`src/rtl/hvd_pkg.sv`:
```
// ----------------------------------------------------------------------------
// hvd_pkg
// Shared widths, fixed-point constants, arctangent table and the Q30 multiply
// used by the great-circle distance pipeline.
// ----------------------------------------------------------------------------
package hvd_pkg;

  // cordic depth, used by both the rotation and the vectoring pipes
  localparam int CORDIC_STAGES = 24;

  // internal angle / sine / cosine word, signed Q30 with headroom
  localparam int ANG_W = 34;
  // chord term h, unsigned Q30 in [0,1]
  localparam int H_W = 31;
  // radicand (h << 30) and its root
  localparam int RAD_W = 61;
  localparam int ROOT_W = 31;
  localparam int SQ_STAGES = (RAD_W + 1) / 2;
  // scaling product and result
  localparam int SCALE_W = 29;
  localparam int PROD_W = ROOT_W + SCALE_W;
  localparam int DIST_W = 30;
  localparam int FRAC_W = 30;

  typedef logic signed [ANG_W-1:0] ang_t;

  localparam ang_t HALF_PI_Q30 = 34'sd1686629713;
  localparam ang_t PI_Q30 = 34'sd3373259426;
  localparam ang_t GAIN_INV_Q30 = 34'sd652032874;
  localparam ang_t ONE_Q30 = 34'sd1073741824;
  localparam logic [SCALE_W-1:0] TWO_R_Q16 = 29'd518882722;

  // atan(2^-i) in Q30, truncated
  localparam logic [31:0] ATAN_TAB [32] = '{
    32'h3243F6A8, 32'h1DAC6705, 32'h0FADBAFC, 32'h07F56EA6,
    32'h03FEAB76, 32'h01FFD55B, 32'h00FFFAAA, 32'h007FFF55,
    32'h003FFFEA, 32'h001FFFFD, 32'h000FFFFF, 32'h0007FFFF,
    32'h0003FFFF, 32'h0001FFFF, 32'h0000FFFF, 32'h00007FFF,
    32'h00003FFF, 32'h00001FFF, 32'h00000FFF, 32'h000007FF,
    32'h000003FF, 32'h000001FF, 32'h000000FF, 32'h0000007F,
    32'h0000003F, 32'h0000001F, 32'h0000000F, 32'h00000007,
    32'h00000003, 32'h00000001, 32'h00000000, 32'h00000000
  };

  function automatic ang_t atan_q30(input logic [4:0] idx);
    atan_q30 = ang_t'({2'b00, ATAN_TAB[idx]});
  endfunction

  // sign-magnitude Q30 product, truncated toward zero
  function automatic ang_t mul_q30(input ang_t a, input ang_t b);
    logic neg;
    logic [31:0] ma;
    logic [31:0] mb;
    logic [63:0] p;
    logic [ANG_W-1:0] q;
    neg = a[ANG_W-1] ^ b[ANG_W-1];
    ma = a[ANG_W-1] ? 32'(-a) : 32'(a);
    mb = b[ANG_W-1] ? 32'(-b) : 32'(b);
    p = {32'b0, ma} * {32'b0, mb};
    q = ANG_W'(p >> 30);
    mul_q30 = neg ? ang_t'(-q) : ang_t'(q);
  endfunction

endpackage

```
`src/rtl/hvd_sqrt.sv`:
```
// ----------------------------------------------------------------------------
// hvd_sqrt
// Exact floor square root, one result bit per register stage.
// ----------------------------------------------------------------------------
module hvd_sqrt (
  input  logic                       clk,
  input  logic                       rst,
  input  logic                       en,
  input  logic                       vld_i,
  input  logic [hvd_pkg::RAD_W-1:0]  rad,
  output logic                       vld_o,
  output logic [hvd_pkg::ROOT_W-1:0] root
);

  localparam int S = hvd_pkg::SQ_STAGES;
  localparam int W = hvd_pkg::RAD_W;

  logic [W-1:0] v [1:S];
  logic [W-1:0] r [1:S];
  logic vld [1:S];

  for (genvar k = 0; k < S; k++) begin : g_stage
    logic [W-1:0] v_cur;
    logic [W-1:0] r_cur;
    logic vld_cur;
    logic [W:0] trial;
    logic [W-1:0] b;

    if (k == 0) begin : g_first
      assign v_cur = rad;
      assign r_cur = '0;
      assign vld_cur = vld_i;
    end else begin : g_next
      assign v_cur = v[k];
      assign r_cur = r[k];
      assign vld_cur = vld[k];
    end

    assign b = W'(1) << (W - 1 - 2 * k);
    assign trial = {1'b0, r_cur} + {1'b0, b};

    // try this root bit
    always_ff @(posedge clk) begin
      if (en) begin
        if ({1'b0, v_cur} >= trial) begin
          v[k+1] <= W'({1'b0, v_cur} - trial);
          r[k+1] <= (r_cur >> 1) + b;
        end else begin
          v[k+1] <= v_cur;
          r[k+1] <= r_cur >> 1;
        end
      end
    end

    always_ff @(posedge clk) begin
      if (rst) begin
        vld[k+1] <= 1'b0;
      end else if (en) begin
        vld[k+1] <= vld_cur;
      end
    end
  end

  assign root = r[S][hvd_pkg::ROOT_W-1:0];
  assign vld_o = vld[S];

endmodule

```
`config.mk`:
```
export PLATFORM = sky130hd
export DESIGN_NAME = hvd_sqrt
export DESIGN_NICKNAME = d
export VERILOG_FILES = /design/src/rtl/hvd_pkg.sv /design/src/rtl/hvd_sqrt.sv
export SDC_FILE = /design/constraint.sdc
export NUM_CORES = 2
export LEC_CHECK = 0
export ABC_AREA = 0
export ABC_CLOCK_PERIOD_IN_PS = 7900
export BUFFER_PORTS_ARGS = -buffer_cell sky130_fd_sc_hd__buf_2
export CORE_MARGIN = 2
export CORE_UTILIZATION = 40
export DETAILED_ROUTE_END_ITERATION = 16
export PLACE_DENSITY = 0.57
export SETUP_SLACK_MARGIN = 0.1
export SYNTH_ARGS = -nofsm -noshare
export SYNTH_HDL_FRONTEND = slang
export SYNTH_SLANG_ARGS = --single-unit
```
`constraint.sdc`:
```
create_clock -name clk -period 7.9 [get_ports clk]
set_input_delay 1.58 -clock clk [delete_from_list [all_inputs] [get_ports clk]]
set_output_delay 1.58 -clock clk [all_outputs]
set_load 0.02 [all_outputs]
```
==> reports/results.tsv <==
metric	value	unit
status	completed	
seq_power_share	46.6	%
seqCellArea	70800	um2
worstSetupStartpoint	v[1][680]	
clk_path_buf_depth	4	
grt_overflow	0	
worstPathRequired	8.50	ns
critPathMaxFanout	13	
design_area	128000	um2
p_int	0.0261	W
drt_iter0_markers	7028	
r2r_start	v[1][680]	
synth_area_per_cell	12.3	um2
yosys.area.top_type	edfxtp_1	
syn_area	115000	um2
crit_slowest_cell	nor4b_1	
io_pins	97	
core	285000	um2
synth-seq-cells	2357	
worstSetupEndpointType	flip-flop	
pwr-share-comb	20.7	%
crit_chain	ha_1 > nor4b_1 > nand4_1 > or4_1 > o311a_1 > o2111ai_2 > or3b_1 > nor2b_1 > nand4_1 > a22o_1	
postSynth.asyncResetShare	0	%
post-route-period-util	56.8	%
grt_antenna_before_repair	3	
clockRootBuffer	clkbuf_16	
nets	10100	
grt_max_degree	187	
cp-start-kind	flip-flop	
crit_buf_inv	0	
ys.warnings.count	0	
dieArea	291000	um2
grt_use_total	20.4	%
grt_pass1_wl	455000	um
totalWireLength	303000	um
setup_violations	0	
crit_type	flip-flop to flip-flop	
hp-class	flip-flop to flip-flop	
seq_area_frac_synth	61.8	%
finClkSkew	0.0658	ns
post_cts_buffers	0	
worst_pin_slew	1.13	ns
dieWidth	539	um
switchingPower	0.0114	W
numPortBuffers	96	
place.gp.congestion	0.937	
drc_errors	0	
cts_buffers	267	
mostFrequentLayoutCells	edfxtp_1, nand2_1, inv_1	
viasPerCell	5.54	
hold_viol	0	
timing.setup.tns	0	ns
num_vias	74600	
tritoncts	done	
synth_fp_nets	9881	
drv_cap	0	
cts_sinks	2357	
syn2layout_area_growth	11.9	%
dieHeight	539	um
p_per_area	293	nW/um2
yosysUniqueCellTypes	108	
p_leak	47.1	nW
synthFlopType	edfxtp_1	
drv_slew	0	
swShare	30.4	%
fmax	223	MHz
cts-resized-gates	0	
holdCritStartpoint	v[1][196]	
ant_nets	0	
hpwl	230000	um
drt-pass1-iter-count	5	
multi_input_area	40500	um2
rows	196	
place_area	119000	um2
yosysTopAreaCellShare	61.8	%
initial_utilization	40.2	%
cts_htree_levels	5	
critPathMaxStageDelay	0.70	ns
critical-path-top-delay-family	simple AND/OR/NAND/NOR gates	
syn_inst	9292	
synth.area.top_cells	edfxtp_1, ha_1, xnor2_1	
clk_pin_slew	0.06	ns
rsz0062_at_grt	no	
p_clk_share	32.7	%
maxSlewHeadroom	24.4	%
peakVddDrop	0.158	mV
final_common_cell	edfxtp_1	
ctsHoldBuffers	0	
drive_gt1_share	7.40	%
final.min_clock_period	4.49	ns
grt_pass1_vias	72100	
num-fill-cells	25800	
worstSkewPairLatency	0.88	ns
synth_edf_count	2357	
avgRoutedWirePerCell	22.5	um
worstPathArrival	5.09	ns
critPathMostFrequentCell	nand4_1	
-- layer usage --
metal	vias up	share of wire (%)	global-route usage, %
li1	35300	-	-
met2	2402	45	32.0
met5	-	0	0
met4	0	3.2	6.43
met1	36500	45	28.8
met3	459	6.2	3.22
-- logic make-up (layout without fill, tap and decap cells) --
family	after synthesis	count (layout)	synth area share [%]
XOR/XNOR	787	787	6.02
buffers and inverters	881	1284	2.94
AND/OR/NAND/NOR	2904	2904	13.1
adder cells (fa/ha/maj)	524	524	5.73
flip-flops	2357	2357	61.8
multiplexers	77	77	0.740
other	0	2	0
AO/OA/AOI/OAI	1762	1762	9.67
-- registers in the layout, summed over array words and instances (netlist names) --
signal and cells:
v 1830, r 496, vld 31
-- power groups by stage --
stage,Clock [W],Combinational [W],Sequential (W)
final,0.0123,0.00778,0.0175
after global routing,0.0131,0.00866,0.0176
after floorplan,0,0.00579,0.0168
after global placement,0,0.00761,0.0177
after CTS,0.0126,0.00774,0.0175
after detailed placement,0,0.00767,0.0177
-- cell usage after synthesis (15+ instances only) --
cell type / n
nor4_1: 343
and4_1: 17
o31ai_1: 41
clkbuf_1: 196
o41ai_1: 16
inv_1: 647
nor3b_1: 21
nand3_1: 179
and3_1: 55
or2_2: 43
xor2_1: 369
a211oi_1: 57
nand4b_1: 22
a211o_1: 17
o21bai_1: 42
mux2i_1: 15
ha_1: 523
edfxtp_1: 2357
nor3_1: 252
mux2_2: 60
o21ai_0: 496
xnor2_1: 418
or3_1: 81
a2111oi_0: 19
nor2b_1: 66
a31oi_1: 51
or4_1: 65
buf_2: 22
nand3b_1: 34
nor4b_1: 43
nand2_1: 691
a21boi_0: 21
and2_1: 54
a21oi_1: 492
o211ai_1: 44
o21a_1: 88
nor2_1: 593
nand2b_1: 114
a21o_1: 199
nand4_1: 160
-- area by class of cell --
| class | instances | share of cell area (%) |
|---|---|---|
| tap | 3762 | 3.67 |
| clock buffer | 311 | 5.44 |
| inverter | 647 | 1.90 |
| timing repair buffer | 157 | 0.793 |
| antenna | 2 | 0.00391 |
| clock inverter | 169 | 1.34 |
| sequential | 2357 | 55.2 |
| multi-input combinational | 6054 | 31.6 |
-- metrics by stage --
| stage | total power (W) | worst slack (ns) | hold slack (ns) | utilization (%) | instances |
|---|---|---|---|---|---|
| 2_1_floorplan | 0.0226 | 2.32 | 0.417 | - | 9292 |
| 3_3_place_gp | 0.0253 | 3.04 | 0.428 | 41.9 | 13000 |
| 3_5_place_dp | 0.0254 | 2.98 | 0.428 | 41.9 | 13000 |
| 4_1_cts | 0.0378 | 3.36 | 0.428 | 45.0 | 13500 |
| 5_1_grt | 0.0394 | 3.20 | 0.439 | 45.0 | 13500 |
| 6_report | 0.0376 | 3.41 | 0.421 | 45.0 | 13500 |
-- final timing paths --
path                    end  slack (ns)  cells past startpoint
setup / recovery  v[1][782]        3.41                     10
hold / removal    v[1][257]        0.42                      0
setup reg to reg  v[1][782]        3.41                     10
hold reg to reg   v[1][257]        0.42                      0
-- worst reg2reg max path, delay by kind of cell, from the launching register on --
family / cells / cell delay [ns]
flops: 1 / 0.40
simple gates: 6 / 2.53
compound gates: 3 / 0.94
fa+ha+maj: 1 / 0.38
(Power assumes the default switching activity.)
